==> src/rtl/rpk_pkg.sv <==
`timescale 1ns / 1ps

package rpk_pkg;

   // Field and datapath widths.
   localparam int BYTE_W = 8;
   localparam int WORD_W = 32;
   localparam int OUT_W  = 31;
   localparam int LEN_W  = 5;
   localparam int ACC_W  = OUT_W + WORD_W;
   localparam int CNT_W  = 6;

   // Reset length of an output word.
   localparam logic [LEN_W-1:0] LEN_RESET = 5'd8;

   // Most results that one request may produce.
   localparam logic [CNT_W-1:0] MAX_RESULTS = 6'd32;

   // One unit of work handed from the front to the back.
   typedef struct packed {
      logic              has_word;
      logic [WORD_W-1:0] word;
   } job_type;

   // Back-end status seen by the top level.
   typedef struct packed {
      logic             busy;
      logic [CNT_W-1:0] nbits;
   } status_type;

endpackage

==> src/rtl/rpk_job_queue.sv <==
`timescale 1ns / 1ps

module rpk_job_queue
   import rpk_pkg::*;
(
   input  logic    clock,
   input  logic    reset,
   input  logic    push,
   input  job_type push_data,
   output logic    full,
   input  logic    pop,
   output logic    valid,
   output job_type pop_data
);

   job_type    mem_ff [2];
   logic       wr_ptr_ff;
   logic       wr_ptr_in;
   logic       rd_ptr_ff;
   logic       rd_ptr_in;
   logic [1:0] count_ff;
   logic [1:0] count_in;
   logic       do_push;
   logic       do_pop;

   assign full     = (count_ff == 2'd2);
   assign valid    = (count_ff != 2'd0);
   assign pop_data = mem_ff[rd_ptr_ff];
   assign do_push  = push && !full;
   assign do_pop   = pop && valid;

   // Pointer and occupancy update.
   always_comb begin
      wr_ptr_in = do_push ? ~wr_ptr_ff : wr_ptr_ff;
      rd_ptr_in = do_pop ? ~rd_ptr_ff : rd_ptr_ff;
      count_in  = count_ff;
      if (do_push && !do_pop) begin
         count_in = count_ff + 2'd1;
      end else if (do_pop && !do_push) begin
         count_in = count_ff - 2'd1;
      end
   end

   always_ff @(posedge clock) begin
      if (reset) begin
         wr_ptr_ff <= 1'b0;
         rd_ptr_ff <= 1'b0;
         count_ff  <= 2'd0;
      end else begin
         wr_ptr_ff <= wr_ptr_in;
         rd_ptr_ff <= rd_ptr_in;
         count_ff  <= count_in;
      end
   end

   // Entry storage.
   always_ff @(posedge clock) begin
      if (do_push) begin
         mem_ff[wr_ptr_ff] <= push_data;
      end
   end

endmodule

==> src/rtl/rpk_front.sv <==
`timescale 1ns / 1ps

module rpk_front
   import rpk_pkg::*;
(
   input  logic              clock,
   input  logic              reset,
   input  logic              req_push,
   input  logic [BYTE_W-1:0] req_data_byte,
   output logic              req_full,
   output logic              job_push,
   output job_type           job_data,
   input  logic              job_full
);

   logic [23:0] assembly_ff;
   logic [23:0] assembly_in;
   logic [1:0]  bytes_held_ff;
   logic [1:0]  bytes_held_in;
   logic        accept;

   assign req_full = job_full;
   assign accept   = req_push && !job_full;
   assign job_push = accept;

   // Every request becomes one job; the fourth byte completes a word.
   always_comb begin
      assembly_in   = assembly_ff;
      bytes_held_in = bytes_held_ff;
      job_data      = '{has_word: 1'b0, word: {req_data_byte, assembly_ff}};
      if (accept) begin
         if (bytes_held_ff == 2'd3) begin
            job_data.has_word = 1'b1;
            assembly_in       = '0;
            bytes_held_in     = 2'd0;
         end else begin
            unique case (bytes_held_ff)
               2'd0:    assembly_in[7:0]   = req_data_byte;
               2'd1:    assembly_in[15:8]  = req_data_byte;
               default: assembly_in[23:16] = req_data_byte;
            endcase
            bytes_held_in = bytes_held_ff + 2'd1;
         end
      end
   end

   always_ff @(posedge clock) begin
      if (reset) begin
         assembly_ff   <= '0;
         bytes_held_ff <= 2'd0;
      end else begin
         assembly_ff   <= assembly_in;
         bytes_held_ff <= bytes_held_in;
      end
   end

endmodule

==> src/rtl/rpk_back.sv <==
`timescale 1ns / 1ps

module rpk_back
   import rpk_pkg::*;
(
   input  logic             clock,
   input  logic             reset,
   input  logic [LEN_W-1:0] word_length,
   input  logic             job_valid,
   input  job_type          job_data,
   output logic             job_pop,
   output logic             rsp_empty,
   input  logic             rsp_pop,
   output logic [OUT_W-1:0] rsp_word,
   output logic             rsp_last_of_run,
   output status_type       status
);

   logic [ACC_W-1:0] acc_ff;
   logic [ACC_W-1:0] acc_in;
   logic [CNT_W-1:0] nbits_ff;
   logic [CNT_W-1:0] nbits_in;
   logic [CNT_W-1:0] k_ff;
   logic [CNT_W-1:0] k_in;
   logic             busy_ff;
   logic             busy_in;

   logic [CNT_W-1:0] len;
   logic [CNT_W-1:0] rem;
   logic             avail;
   logic             more;
   logic             emit;
   logic             finish;
   logic [OUT_W-1:0] word_out;
   logic [ACC_W-1:0] acc_keep;

   logic [OUT_W-1:0] rq_word_ff [2];
   logic             rq_last_ff [2];
   logic             rq_wr_ff;
   logic             rq_rd_ff;
   logic [1:0]       rq_count_ff;
   logic [1:0]       rq_count_in;
   logic             rq_full;
   logic             rq_pop;

   // A length of zero behaves as one.
   assign len = (word_length == '0) ? CNT_W'(1) : {1'b0, word_length};

   // Cut the next word off the top of the pending bits.
   assign avail    = (nbits_ff >= len) && (k_ff < MAX_RESULTS);
   assign rem      = nbits_ff - len;
   assign more     = (rem >= len) && (k_ff < (MAX_RESULTS - CNT_W'(1)));
   assign emit     = busy_ff && avail && !rq_full;
   assign finish   = busy_ff && (!avail || (emit && !more));
   assign word_out = OUT_W'(acc_ff >> rem) & ~({OUT_W{1'b1}} << len);
   assign acc_keep = acc_ff & ~({ACC_W{1'b1}} << rem);
   assign job_pop  = job_valid && (!busy_ff || finish);

   // Emission, then loading of the next job in the same cycle when possible.
   always_comb begin
      acc_in   = acc_ff;
      nbits_in = nbits_ff;
      k_in     = k_ff;
      busy_in  = busy_ff;
      if (emit) begin
         acc_in   = acc_keep;
         nbits_in = rem;
         k_in     = k_ff + CNT_W'(1);
      end
      if (finish) begin
         busy_in = 1'b0;
      end
      if (job_pop) begin
         busy_in = 1'b1;
         k_in    = '0;
         if (job_data.has_word) begin
            acc_in   = {acc_in[OUT_W-1:0], job_data.word};
            nbits_in = nbits_in + CNT_W'(WORD_W);
         end
      end
   end

   always_ff @(posedge clock) begin
      if (reset) begin
         acc_ff   <= '0;
         nbits_ff <= '0;
         k_ff     <= '0;
         busy_ff  <= 1'b0;
      end else begin
         acc_ff   <= acc_in;
         nbits_ff <= nbits_in;
         k_ff     <= k_in;
         busy_ff  <= busy_in;
      end
   end

   assign status = '{busy: busy_ff, nbits: nbits_ff};

   // Two-entry result queue decouples the back end from the receiver.
   assign rq_full         = (rq_count_ff == 2'd2);
   assign rsp_empty       = (rq_count_ff == 2'd0);
   assign rq_pop          = rsp_pop && !rsp_empty;
   assign rsp_word        = rq_word_ff[rq_rd_ff];
   assign rsp_last_of_run = rq_last_ff[rq_rd_ff];

   always_comb begin
      rq_count_in = rq_count_ff;
      if (emit && !rq_pop) begin
         rq_count_in = rq_count_ff + 2'd1;
      end else if (rq_pop && !emit) begin
         rq_count_in = rq_count_ff - 2'd1;
      end
   end

   always_ff @(posedge clock) begin
      if (reset) begin
         rq_wr_ff    <= 1'b0;
         rq_rd_ff    <= 1'b0;
         rq_count_ff <= 2'd0;
      end else begin
         if (emit) begin
            rq_wr_ff <= ~rq_wr_ff;
         end
         if (rq_pop) begin
            rq_rd_ff <= ~rq_rd_ff;
         end
         rq_count_ff <= rq_count_in;
      end
   end

   always_ff @(posedge clock) begin
      if (emit) begin
         rq_word_ff[rq_wr_ff] <= word_out;
         rq_last_ff[rq_wr_ff] <= !more;
      end
   end

endmodule

==> src/rtl/byte_stream_to_word_repacker.sv <==
`timescale 1ns / 1ps

// Byte stream to variable-width word repacker.
// Requests carry one byte each on req_data_byte and are pushed while req_full
// is low. Every fourth byte completes a 32-bit word (first byte lowest), whose
// bits, most significant first, are cut into results of csr_word_length bits.
// Results appear on rsp_word / rsp_last_of_run while rsp_empty is low and are
// taken with rsp_pop; rsp_last_of_run marks the final result of one request.
// csr_word_length is written through csr_valid / csr_ready (ready is always
// high) and should only change while the block is idle; reset sets it to 8.
// With the back end idle, an accepted request passes through the job queue
// and the back-end accumulator before its first result enters the result
// queue and becomes visible. The extraction shifter cuts one result per cycle
// while the result queue has room, and the back end takes the next request in
// the cycle its last result is produced. A two-entry request queue and a
// two-entry result queue let either side stall: when the receiver stops
// popping, the back end holds, then the request queue fills and req_full
// rises.
// Reset empties both queues and clears all buffered and pending bits.
module byte_stream_to_word_repacker
   import rpk_pkg::*;
(
   input  logic              clock,
   input  logic              reset,
   input  logic              req_push,
   input  logic [BYTE_W-1:0] req_data_byte,
   output logic              req_full,
   output logic              rsp_empty,
   input  logic              rsp_pop,
   output logic [OUT_W-1:0]  rsp_word,
   output logic              rsp_last_of_run,
   input  logic              csr_valid,
   output logic              csr_ready,
   input  logic [LEN_W-1:0]  csr_word_length
);

   logic [LEN_W-1:0] word_length_ff;
   logic [LEN_W-1:0] word_length_in;
   logic             front_push;
   job_type          front_data;
   logic             queue_full;
   logic             queue_valid;
   job_type          queue_data;
   logic             back_pop;
   status_type       back_status;

   // Configuration register.
   assign csr_ready      = 1'b1;
   assign word_length_in = (csr_valid && csr_ready) ? csr_word_length : word_length_ff;

   always_ff @(posedge clock) begin
      if (reset) begin
         word_length_ff <= LEN_RESET;
      end else begin
         word_length_ff <= word_length_in;
      end
   end

   rpk_front u_front (
      .clock         (clock),
      .reset         (reset),
      .req_push      (req_push),
      .req_data_byte (req_data_byte),
      .req_full      (req_full),
      .job_push      (front_push),
      .job_data      (front_data),
      .job_full      (queue_full)
   );

   rpk_job_queue u_queue (
      .clock     (clock),
      .reset     (reset),
      .push      (front_push),
      .push_data (front_data),
      .full      (queue_full),
      .pop       (back_pop),
      .valid     (queue_valid),
      .pop_data  (queue_data)
   );

   rpk_back u_back (
      .clock           (clock),
      .reset           (reset),
      .word_length     (word_length_ff),
      .job_valid       (queue_valid),
      .job_data        (queue_data),
      .job_pop         (back_pop),
      .rsp_empty       (rsp_empty),
      .rsp_pop         (rsp_pop),
      .rsp_word        (rsp_word),
      .rsp_last_of_run (rsp_last_of_run),
      .status          (back_status)
   );

   // Between requests fewer than 31 bits remain pending.
   a_pending_bound: assert property (@(posedge clock) disable iff (reset)
      !back_status.busy |-> (back_status.nbits <= CNT_W'(30)))
      else $error("pending bit count out of range while idle");

   // Reset leaves the result queue empty and the job queue not full.
   a_reset_empty: assert property (@(posedge clock)
      reset |=> (rsp_empty && !req_full))
      else $error("queues not empty after reset");

   // The back end never takes a job that the queue does not hold.
   a_pop_valid: assert property (@(posedge clock) disable iff (reset)
      back_pop |-> queue_valid)
      else $error("job taken from an empty queue");

endmodule

==> config.mk <==
export PLATFORM = sky130hd
export DESIGN_NAME = byte_stream_to_word_repacker
export DESIGN_NICKNAME = d
export VERILOG_FILES = /design/src/rtl/rpk_pkg.sv /design/src/rtl/rpk_job_queue.sv /design/src/rtl/rpk_front.sv /design/src/rtl/rpk_back.sv /design/src/rtl/byte_stream_to_word_repacker.sv
export SDC_FILE = /design/constraint.sdc
export NUM_CORES = 1
export LEC_CHECK = 0
export ABC_CLOCK_PERIOD_IN_PS = 12700
export BUFFER_PORTS_ARGS = -buffer_cell sky130_fd_sc_hd__buf_2
export CAP_MARGIN = 10
export CELL_PAD_IN_SITES_DETAIL_PLACEMENT = 1
export CELL_PAD_IN_SITES_GLOBAL_PLACEMENT = 1
export CORE_ASPECT_RATIO = 0.7
export CORE_MARGIN = 5
export CORE_UTILIZATION = 54
export DETAILED_ROUTE_END_ITERATION = 16
export GPL_ROUTABILITY_DRIVEN = 0
export PLACE_DENSITY = 0.95
export SYNTH_ARGS = -nofsm -noshare
export SYNTH_HDL_FRONTEND = slang
export SYNTH_SLANG_ARGS = --single-unit
==> constraint.sdc <==
create_clock -name clock -period 12.7 [get_ports clock]
set_clock_uncertainty 0.05 [all_clocks]
set_input_delay 1.27 -clock clock [delete_from_list [all_inputs] [get_ports clock]]
set_output_delay 1.27 -clock clock [all_outputs]
set_load 0.02 [all_outputs]
==> flow_metrics.env, run 1 <==
export IMPL_port_buffers=51
export IMPL_vias_in_the_first_global_route=12291
export IMPL_clock_sinks=247
export IMPL_post_cts_setup_buffers=0
export IMPL_grtUsageTotal=0.3117
export IMPL_tot_pwr_w=0.003733
export IMPL_clock_fmax_mhz=157.3
export IMPL_vdd_ir_drop_max_mv=0.1509
export IMPL_max_slew_worst_pin_slew_ps=1044
export IMPL_die_width_um=200.5
export IMPL_multi_input_logic_area_mm2=0.006887
export IMPL_drt_drc_violations_left=0
export IMPL_timing_critical_path_slowest_cell_delay_ps=760
export IMPL_viasPerCell=7.047
export IMPL_swShare=0.4408
export IMPL_yosys_warning_count=0
export IMPL_static_leakage_power_nw=5.406
export IMPL_cp_data_required_time_ps=13100
export IMPL_cts_reportedPaths_clkPinSlew_ps=70
export IMPL_register_area_mm2=0.006247
export IMPL_result_of_the_run="completed"
export IMPL_core_area_mm2=0.02480
export IMPL_clkLatencyLatePin_ps=550
export IMPL_maxSlewViolCount=0
export IMPL_layout_filler_cells=2703
export IMPL_worstSetupEndpointType="flop"
export IMPL_netlist_area_before_placement_mm2=0.01372
export IMPL_min_delay_path_depth=0
export IMPL_antenna_left=0
export IMPL_clock_power_share=0.220
export IMPL_postSynthRegisterBits=247
export IMPL_nNetsFinal=1384
export IMPL_regToRegSetupSlack_ps=6340
export IMPL_grt_ovf=0
export IMPL_timing_reg2reg_worst_path_depth=16
export IMPL_io_pin_count=53
export IMPL_htreeDepth=1
export IMPL_fp_dieArea_mm2=0.02874
export IMPL_rsz_0062_raised_after_global_routing="no"
export IMPL_routed_wl_um=45990
export IMPL_hold_buffers=0
export IMPL_layout_min_cycle_time_ps=6357
export IMPL_largest_net_degree_at_the_start_of_global_routing=78
export IMPL_async_flop_share=0
export IMPL_crit_share_post_route=0.5005
export IMPL_internal_power_w=0.002088
export IMPL_synth_edff_count=130
export IMPL_drive_above_1_share=0.1807
export IMPL_initial_core_util=0.5530
export IMPL_critPathArrivalTime_ps=6750
export IMPL_dieHeight_um=143.3
export IMPL_p_sw_w=0.001646
export IMPL_area_growth_syn_to_layout_pct=9.222
export IMPL_hpwlAfterDp_um=30900
export IMPL_layout_cells_most_common_list="edfxtp_1 (130), o21ai_0 (122), nand2_1 (121), dfxtp_1 (116), nor2_1 (109)"
export IMPL_drtPass1Iterations=6
export IMPL_pwr_share_comb=0.494
export IMPL_global_route_wire_length_before_repair_um=71010
export IMPL_wl_per_cell_um=27.16
export IMPL_critical_path_max_fanout=55
export IMPL_antenna_violations_before_repair=1
export IMPL_max_cap_violations=0
export IMPL_tritoncts_clock_tree="done"
export IMPL_crit_path_cell_trace="nor4_2 -> or2_2 -> ha_4 -> inv_1 -> fa_2 -> xnor2_4 -> buf_4 -> inv_2 -> ha_1 -> nand4_1 -> nand3_1 -> nor3_1 -> a32oi_4 -> nor2_4 -> nand2_1 -> o22ai_1"
export IMPL_drt_first_iter_violations=1602
export IMPL_mostFrequentLayoutCell="edfxtp_1"
export IMPL_synth_nets=1396
export IMPL_critical_path_slowest_cell="nor2_4"
export IMPL_max_slew_margin=0.3039
export IMPL_tritoncts_num_buffers=24
export IMPL_timing_final_hold_violations=0
export IMPL_cts_buffer_depth=3
export IMPL_row_count=48
export IMPL_power_sequential_fraction=0.286
export IMPL_pwr_density_cell_mw_per_mm2=249.2
export IMPL_synth_cell_types=72
export IMPL_hold_path_class="reg -> reg"
export IMPL_final_setup_viol_count=0
export IMPL_cts_resized=0
export IMPL_postSynth_topFlopCell="edfxtp_1"
export IMPL_worst_setup_path_start_kind="flop"
export IMPL_fin_tns_setup_ps=0
export IMPL_seq_area_frac_synth=0.4553
export IMPL_ctsRootBufferMaster="clkbuf_16"
export IMPL_timing_setup_critical_path_class="reg -> reg"
export IMPL_post_synth_cell_area_avg_um2=10.08
export IMPL_dr_total_vias=11930
export IMPL_synth_cells=1361
synth_stat cells, types with 13 or more instances:
library cell / count / area share
nand3_1: 38 / 0.014
nor2b_1: 29 / 0.013
o22ai_1: 20 / 0.0091
buf_2: 30 / 0.011
nand4_1: 24 / 0.011
o21ai_0: 122 / 0.045
mux4_2: 25 / 0.041
edfxtp_1: 130 / 0.28
o211ai_1: 17 / 0.0093
mux2i_1: 79 / 0.058
a22oi_1: 16 / 0.0088
o21a_1: 13 / 0.0071
dfxtp_1: 117 / 0.17
ha_1: 16 / 0.015
a21oi_1: 64 / 0.023
inv_1: 21 / 0.0057
nor3_1: 24 / 0.0088
nor2_1: 111 / 0.030
nand2_1: 121 / 0.033
a211oi_1: 50 / 0.027
clkbuf_1: 53 / 0.015
mux2_2: 85 / 0.070
routing by layer:
layer	up-vias	share of wire	wire, um	GRT usage
met5	-	0.00028	13	0
met4	2	0.037	1724	0.1053
met3	166	0.11	5066	0.09655
met2	764	0.45	20890	0.5084
met1	5927	0.40	18290	0.4014
li1	5071	-	-	-
cell families after synthesis:
group	count (synthesis)	share of synthesized area
AO/OA/AOI/OAI	364	0.1688
XOR/XNOR	16	0.01131
adder cells (fa/ha/maj)	17	0.01605
buffers and inverters	135	0.04679
flip-flops	247	0.4553
multiplexers	189	0.1685
other	1	0.0002734
AND/OR/NAND/NOR	392	0.1329
worst max-delay path: cells and delay by family, from the launching register on:
family                     cells  cell delay [ps]
adders and majority gates      3              990
and+or+nand+nor                7             2690
DFF                            1              480
buffers and inverters          3             1160
AOI/OAI and AO/OA              2              650
xor gates and xnor gates       1              170
sequential cells by signal (all words and copies together), names as in the netlist, named ones only:
name,flops
u_back.rq_rd_ff,1
u_back.busy_ff,1
u_queue.mem_ff,66
u_front.assembly_ff,24
u_queue.rd_ptr_ff,1
word_length_ff,5
u_back.rq_word_ff,62
u_back.nbits_ff,6
u_back.rq_last_ff,2
u_queue.count_ff,2
u_back.k_ff,6
u_back.acc_ff,63
u_back.rq_wr_ff,1
u_front.bytes_held_ff,2
u_queue.wr_ptr_ff,1
u_back.rq_count_ff,2
power groups by stage:
stage | Sequential (W) | Combinational, W | Clock (W)
after detailed placement | 0.00108 | 0.00172 | 0
after global routing | 0.00107 | 0.00193 | 0.000867
after CTS | 0.00106 | 0.00177 | 0.000829
final | 0.00107 | 0.00184 | 0.000820
after floorplan | 0.00104 | 0.00131 | 0
after global placement | 0.00107 | 0.00164 | 0
worst paths after layout:
path	from	to
max	word_length_ff[3]$_SDFFE_PP1P_	u_back.acc_ff[33]$_SDFF_PP0_
min	u_front.assembly_ff[7]$_SDFFE_PP0P_	u_queue.mem_ff[1][7]$_DFFE_PP_
max reg2reg	word_length_ff[3]$_SDFFE_PP1P_	u_back.acc_ff[33]$_SDFF_PP0_
min reg2reg	u_front.assembly_ff[7]$_SDFFE_PP0P_	u_queue.mem_ff[1][7]$_DFFE_PP_
through the flow:
stage               area, um2  std cells  setup WS [ps]  hold WS (ps)  utilization
floorplan               13720       1361           8080         369.2            -
detailed placement      14040       1646           6441         389.3       0.5660
finish                  14980       1693           6343         405.8       0.6040
global placement        14040       1646           6926         379.4       0.5660
CTS                     14950       1690           6250         413.9       0.6028
global route            14980       1692           6015         424.3       0.6039
final cells by class:
cell class                 count  area share
antenna                        1   0.0001670
clock buffer                  30     0.04652
clock inverter                14     0.01436
inverter                      23    0.005762
multi-input combinational    979      0.4597
sequential                   247      0.4170
tap                          325     0.02714
timing repair buffer          74     0.02940
Note: power is estimated with default switching activity, not from simulation.
==> run 2, diff against run 1 <==
--- a/config.mk
+++ b/config.mk
@@ -5,17 +5,18 @@
 export SDC_FILE = /design/constraint.sdc
 export NUM_CORES = 1
 export LEC_CHECK = 0
-export ABC_CLOCK_PERIOD_IN_PS = 12700
+export ABC_AREA = 1
+export ABC_CLOCK_PERIOD_IN_PS = 6610
 export BUFFER_PORTS_ARGS = -buffer_cell sky130_fd_sc_hd__buf_2
 export CAP_MARGIN = 10
 export CELL_PAD_IN_SITES_DETAIL_PLACEMENT = 1
 export CELL_PAD_IN_SITES_GLOBAL_PLACEMENT = 1
 export CORE_ASPECT_RATIO = 0.7
 export CORE_MARGIN = 5
-export CORE_UTILIZATION = 54
+export CORE_UTILIZATION = 47
 export DETAILED_ROUTE_END_ITERATION = 16
 export GPL_ROUTABILITY_DRIVEN = 0
-export PLACE_DENSITY = 0.95
+export PLACE_DENSITY = 0.91
 export SYNTH_ARGS = -nofsm -noshare
 export SYNTH_HDL_FRONTEND = slang
 export SYNTH_SLANG_ARGS = --single-unit
==> constraint.sdc (replaced) <==
create_clock -name clock -period 6.61 [get_ports clock]
set_clock_uncertainty 0.05 [all_clocks]
set_input_delay 0.661 -clock clock [delete_from_list [all_inputs] [get_ports clock]]
set_output_delay 0.661 -clock clock [all_outputs]
set_load 0.02 [all_outputs]
==> flow_metrics.env, run 2 <==
export IMPL_tritoncts_clock_tree="done"
export IMPL_tot_pwr_w=0.008321
export IMPL_timing_final_hold_violations=0
export IMPL_global_route_wire_length_before_repair_um=88640
export IMPL_io_pin_count=53
export IMPL_worstSetupEndpointType="flop"
export IMPL_fp_dieArea_mm2=0.03638
export IMPL_dpl_worst_slack_ps=1521
export IMPL_maxSlewViolCount=0
export IMPL_crit_path_cell_trace="buf_4 -> nor2_2 -> nand2_1 -> nand2_1 -> ha_4 -> inv_1 -> fa_1 -> buf_4 -> inv_2 -> o21ai_0 -> o21ai_0 -> nand2_1 -> nand3_1 -> nand2_1 -> nand3_1 -> a21oi_1"
export IMPL_max_cap_violations=0
export IMPL_synth_top_cell_area_share=0.2547
export IMPL_grt_ovf=0
export IMPL_antenna_violations_before_repair=2
export IMPL_cts_reportedPaths_clkPinSlew_ps=60
export IMPL_hpwlAfterDp_um=39670
export IMPL_postSynth_topFlopCell="edfxtp_1"
export IMPL_synth_edff_count=130
export IMPL_synth_cells=2124
export IMPL_rsz_0062_raised_after_global_routing="no"
export IMPL_drtPass1Iterations=5
export IMPL_largest_registers="u_queue.mem_ff x66, u_back.acc_ff x63, u_back.rq_word_ff x62"
export IMPL_vias_in_the_first_global_route=15750
export IMPL_netlist_area_before_placement_mm2=0.01533
export IMPL_port_buffers=51
export IMPL_critPathTopFamily="compound AO/OA/AOI/OAI gates"
export IMPL_post_cts_setup_buffers=0
export IMPL_wl_per_cell_um=22.55
export IMPL_multi_input_logic_area_mm2=0.007818
export IMPL_clock_sinks=247
export IMPL_crit_share_post_route=0.7876
export IMPL_drt_first_iter_violations=1963
export IMPL_cts_buffer_depth=3
export IMPL_area_growth_syn_to_layout_pct=8.262
export IMPL_critPathArrivalTime_ps=5610
export IMPL_holdPathEnd="u_queue.mem_ff[0][29]$_DFFE_PP_"
export IMPL_worstPathBufferInverterCount=4
export IMPL_dieHeight_um=161.1
export IMPL_antenna_left=0
export IMPL_clkLatencyLatePin_ps=570
export IMPL_hold_buffers=0
export IMPL_postSynthRegisterBits=247
export IMPL_pwr_density_cell_mw_per_mm2=501.5
export IMPL_netlist_top_cells_count="nand2_1 (587), nand3_1 (241), a21oi_1 (172)"
export IMPL_antenna_cells=0
export IMPL_regToRegSetupSlack_ps=1400
export IMPL_viasPerCell=6.196
export IMPL_ctsRootBufferMaster="clkbuf_16"
export IMPL_result_of_the_run="completed"
export IMPL_grtUsageTotal=0.3059
export IMPL_timing_reg2reg_worst_path_depth=16
export IMPL_registers_top_by_ff_count="u_queue.mem_ff"
export IMPL_layout_filler_cells=4129
export IMPL_hold_path_class="in -> reg"
export IMPL_synth_cell_types=45
export IMPL_clock_fmax_mhz=192.1
export IMPL_worst_setup_path_start_kind="flop"
export IMPL_post_synth_cell_area_avg_um2=7.216
export IMPL_timing_critical_path_slowest_cell_delay_ps=1280
export IMPL_layout_min_cycle_time_ps=5206
export IMPL_async_flop_share=0
export IMPL_worst_hold_startpoint="req_data_byte[5]"
export IMPL_synthMostInstantiatedCell="nand2_1"
export IMPL_initial_core_util=0.4749
export IMPL_max_slew_margin=0.02531
export IMPL_static_leakage_power_nw=6.536
export IMPL_rr_startpoint="word_length_ff[4]$_SDFFE_PP0P_"
export IMPL_final_setup_viol_count=0
export IMPL_register_area_mm2=0.006247
export IMPL_max_slew_worst_pin_slew_ps=1447
export IMPL_drive_above_1_share=0.09673
export IMPL_fin_ws_ps=1404
export IMPL_fin_tns_setup_ps=0
export IMPL_vdd_ir_drop_max_mv=0.3863
export IMPL_layout_cells_most_common_list="nand2_1 (586), nand3_1 (241), a21oi_1 (172), o21ai_0 (169), inv_1 (167)"
export IMPL_timing_setup_critical_path_class="reg -> reg"
export IMPL_largest_net_degree_at_the_start_of_global_routing=95
export IMPL_seq_area_frac_synth=0.4075
export IMPL_fin_util=0.5141
export IMPL_critical_path_max_fanout=51
export IMPL_mostFrequentLayoutCell="nand2_1"
export IMPL_synth_nets=2159
export IMPL_critical_path_slowest_cell="o21ai_0"
export IMPL_flip_flop_count_of_the_largest_register_all_copies_and_words_added=66
export IMPL_post_synth_main_area_contributors="edfxtp_1 (25%), dfxtp_1 (15%), nand2_1 (14%)"
export IMPL_nNetsFinal=2124
export IMPL_htreeDepth=1
export IMPL_core_area_mm2=0.03227
export IMPL_tritoncts_num_buffers=27
export IMPL_drt_drc_violations_left=0
export IMPL_dr_total_vias=15713
export IMPL_yosys_warning_count=0
export IMPL_cts_resized=0
export IMPL_synth_area_leader_cell="edfxtp_1"
export IMPL_cp_data_required_time_ps=7010
export IMPL_die_width_um=225.8
export IMPL_reg2reg_to="u_back.acc_ff[50]$_SDFF_PP0_"
export IMPL_routed_wl_um=57200
export IMPL_min_delay_path_depth=1
export IMPL_timing_critical_path_mode_cell="nand2_1"
export IMPL_row_count=55
## run 2: cell count changes after synthesis, sizes merged, moves of 40 or more
| cell | delta |
|---|---|
| nand2 | +470 |
| mux2i | -40 |
| a211oi | -48 |
| inv | +151 |
| a21oi | +108 |
| nand3 | +205 |
| mux2 | -53 |
| o21ai | +56 |
## run 2: power by group
part           switching [W]  internal [W]
Sequential          0.000155       0.00194
Combinational        0.00351       0.00120
Clock               0.000670      0.000849
Total                0.00433       0.00399
## run 2: worst max path at each step
| stage | start | end | slack (ps) | cells after the start |
|---|---|---|---|---|
| floorplan | word_length_ff[4]$_SDFFE_PP0P_ | u_queue.count_ff[1]$_SDFFE_PP0P_ | 2430 | 29 |
| global placement | word_length_ff[4]$_SDFFE_PP0P_ | u_queue.count_ff[1]$_SDFFE_PP0P_ | 1730 | 25 |
| detailed placement | word_length_ff[4]$_SDFFE_PP0P_ | u_queue.count_ff[1]$_SDFFE_PP0P_ | 1520 | 25 |
| CTS | word_length_ff[4]$_SDFFE_PP0P_ | u_queue.count_ff[1]$_SDFFE_PP0P_ | 1460 | 25 |
| global route | word_length_ff[4]$_SDFFE_PP0P_ | u_queue.count_ff[1]$_SDFFE_PP0P_ | 1040 | 25 |
| finish | word_length_ff[4]$_SDFFE_PP0P_ | u_back.acc_ff[50]$_SDFF_PP0_ | 1400 | 16 |
## run 2: layout make-up
type / instances / share of cell area
multi-input combinational: 1561 / 0.4712
sequential: 247 / 0.3765
clock buffer: 31 / 0.04479
inverter: 173 / 0.03914
tap: 427 / 0.03220
timing repair buffer: 79 / 0.02805
clock inverter: 18 / 0.008144
## run 2: layer usage
metal  up-vias  GRT usage  wire length, um
met3       157     0.1010             6731
met1      7635     0.4129            23560
met5         -          0               27
met2       838     0.4764            25300
li1       7079          -                -
met4         4    0.07864             1582
## run 2: kinds of logic after synthesis
group,Yosys count,share of synthesized area
xor gates and xnor gates,6,0.003919
other,1,0.0002447
and+or+nand+nor,1035,0.2857
adders and majority gates,17,0.01437
buffers and inverters,316,0.08580
muxes,71,0.04898
DFF,247,0.4075
AOI/OAI and AO/OA,431,0.1534
## run 2: per-stage QoR
| step | cells | hold WS, ps | area (um2) |
|---|---|---|---|
| 3_3_place_gp | 2487 | 382.3 | 15710 |
| 4_1_cts | 2536 | 236.1 | 16590 |
| 5_1_grt | 2536 | 222.8 | 16590 |
| 6_report | 2536 | 251.7 | 16590 |
| 3_5_place_dp | 2487 | 394.1 | 15710 |
| 2_1_floorplan | 2124 | 370.3 | 15330 |
==> run 3, diff against run 2 <==
--- a/config.mk
+++ b/config.mk
@@ -6,7 +6,7 @@
 export NUM_CORES = 1
 export LEC_CHECK = 0
 export ABC_AREA = 1
-export ABC_CLOCK_PERIOD_IN_PS = 6610
+export ABC_CLOCK_PERIOD_IN_PS = 5400
 export BUFFER_PORTS_ARGS = -buffer_cell sky130_fd_sc_hd__buf_2
 export CAP_MARGIN = 10
 export CELL_PAD_IN_SITES_DETAIL_PLACEMENT = 1
==> constraint.sdc (replaced) <==
create_clock -name clock -period 5.4 [get_ports clock]
set_clock_uncertainty 0.05 [all_clocks]
set_input_delay 0.54 -clock clock [delete_from_list [all_inputs] [get_ports clock]]
set_output_delay 0.54 -clock clock [all_outputs]
set_load 0.02 [all_outputs]
==> flow_metrics.env, run 3 (same netlist as run 2, synthesis figures left out) <==
export IMPL_result_of_the_run="completed"
export IMPL_worst_setup_path_start_kind="flop"
export IMPL_flip_flop_count_of_the_largest_register_all_copies_and_words_added=66
export IMPL_vdd_ir_drop_max_mv=0.5471
export IMPL_static_leakage_power_nw=6.556
export IMPL_antenna_left=0
export IMPL_largest_registers="u_queue.mem_ff x66, u_back.acc_ff x63, u_back.rq_word_ff x62"
export IMPL_critPathArrivalTime_ps=5140
export IMPL_pwr_density_cell_mw_per_mm2=617.2
export IMPL_die_width_um=225.8
export IMPL_fp_dieArea_mm2=0.03638
export IMPL_ctsRootBufferMaster="clkbuf_16"
export IMPL_max_slew_margin=0.1679
export IMPL_max_slew_worst_pin_slew_ps=1239
export IMPL_fin_util=0.5151
export IMPL_rsz_0062_raised_after_global_routing="no"
export IMPL_fin_tns_setup_ps=0
export IMPL_wl_per_cell_um=22.70
export IMPL_timing_setup_critical_path_class="reg -> reg"
export IMPL_fin_ws_ps=664.9
export IMPL_dr_total_vias=15743
export IMPL_layout_min_cycle_time_ps=4735
export IMPL_post_cts_setup_buffers=0
export IMPL_max_cap_violations=0
export IMPL_drtPass1Iterations=6
export IMPL_layout_cells_most_common_list="nand2_1 (586), nand3_1 (241), a21oi_1 (172), o21ai_0 (169), inv_1 (167)"
export IMPL_vias_in_the_first_global_route=15892
export IMPL_area_growth_syn_to_layout_pct=8.482
export IMPL_core_area_mm2=0.03227
export IMPL_cts_resized=0
export IMPL_tritoncts_num_buffers=27
export IMPL_initial_core_util=0.4749
export IMPL_global_route_wire_length_before_repair_um=89240
export IMPL_cts_reportedPaths_clkPinSlew_ps=60
export IMPL_drt_drc_violations_left=0
export IMPL_antenna_cells=0
export IMPL_drt_first_iter_violations=2013
export IMPL_grt_ovf=0
export IMPL_grtUsageTotal=0.3078
export IMPL_hold_path_class="in -> reg"
export IMPL_tritoncts_clock_tree="done"
export IMPL_drive_above_1_share=0.09422
export IMPL_nNetsFinal=2128
export IMPL_worstSetupEndpointType="flop"
export IMPL_viasPerCell=6.200
export IMPL_crit_share_post_route=0.8769
export IMPL_hpwlAfterDp_um=40250
export IMPL_final_setup_viol_count=0
export IMPL_port_buffers=51
export IMPL_clkLatencyLatePin_ps=560
export IMPL_dieHeight_um=161.1
export IMPL_mostFrequentLayoutCell="nand2_1"
export IMPL_antenna_violations_before_repair=0
export IMPL_cp_data_required_time_ps=5800
export IMPL_htreeDepth=1
export IMPL_io_pin_count=53
export IMPL_clock_fmax_mhz=211.2
export IMPL_row_count=55
export IMPL_dpl_worst_slack_ps=793.9
export IMPL_layout_filler_cells=4129
export IMPL_critical_path_max_fanout=67
export IMPL_largest_net_degree_at_the_start_of_global_routing=87
export IMPL_hold_buffers=0
export IMPL_regToRegSetupSlack_ps=660
export IMPL_routed_wl_um=57620
export IMPL_cts_buffer_depth=3
export IMPL_maxSlewViolCount=0
export IMPL_timing_final_hold_violations=0
export IMPL_registers_top_by_ff_count="u_queue.mem_ff"
export IMPL_clock_sinks=247
run 3: layer usage:
metal	global-route usage	routed length, um	up-vias	part of all wire
met3	0.07867	6580	121	0.11
li1	-	-	7068	-
met4	0.07781	1600	0	0.028
met1	0.4326	23930	7721	0.42
met5	0	0	-	0
met2	0.4770	25510	833	0.44
run 3: per-stage QoR:
step / total power [W] / cells / hold slack (ps) / area [um2]
after floorplan: 0.006394 / 2124 / 370.3 / 15330
after global placement: 0.007907 / 2491 / 378.7 / 15770
after detailed placement: 0.008139 / 2491 / 387.5 / 15770
after CTS: 0.01004 / 2539 / 120.1 / 16630
after global routing: 0.01076 / 2539 / 123.4 / 16630
final: 0.01026 / 2539 / 136.1 / 16630
run 3: area by class of cell:
type / count / area [um2] / area share
Timing Repair Buffer: 83 / 520.5 / 0.03131
Clock inverter: 15 / 148.9 / 0.008955
Inverter: 173 / 649.4 / 0.03906
Multi-Input combinational cell: 1561 / 7818 / 0.4702
Clock buffer: 33 / 708.2 / 0.04259
Sequential cell: 247 / 6247 / 0.3758
Tap cell: 427 / 534.3 / 0.03213
run 3: worst paths after layout:
check	from	end	depth (start not counted)
max	word_length_ff[4]$_SDFFE_PP0P_	u_back.acc_ff[46]$_SDFF_PP0_	22
min	req_data_byte[7]	u_queue.mem_ff[0][31]$_DFFE_PP_	1
max reg2reg	word_length_ff[4]$_SDFFE_PP0P_	u_back.acc_ff[46]$_SDFF_PP0_	22
min reg2reg	u_front.assembly_ff[8]$_SDFFE_PP0P_	u_queue.mem_ff[0][8]$_DFFE_PP_	0
run 3: report_power, final:
group	leakage, nW	total [W]	switching (W)	internal [W]
combinational	3.97	0.00584	0.00434	0.00150
clock	0.415	0.00185	0.000786	0.00107
sequential	2.17	0.00257	0.000193	0.00237
total	6.56	0.0103	0.00532	0.00494
run 3: worst max-delay path: stages (launching register included):
cell	delay [ps]
dfxtp_1	300
buf_4	210
nor2_2	140
nand2_1	120
nand2_1	190
ha_4	150
inv_1	90
fa_1	510
nand3_1	160
nand3_1	120
nand2_1	80
nand2_1	250
ha_1	420
a21oi_1	160
nand2_1	70
nor2_1	100
nand2_1	90
nand2_1	100
nand2_1	80
nand2_2	80
buf_4	630
nand3_1	190
a21oi_1	240
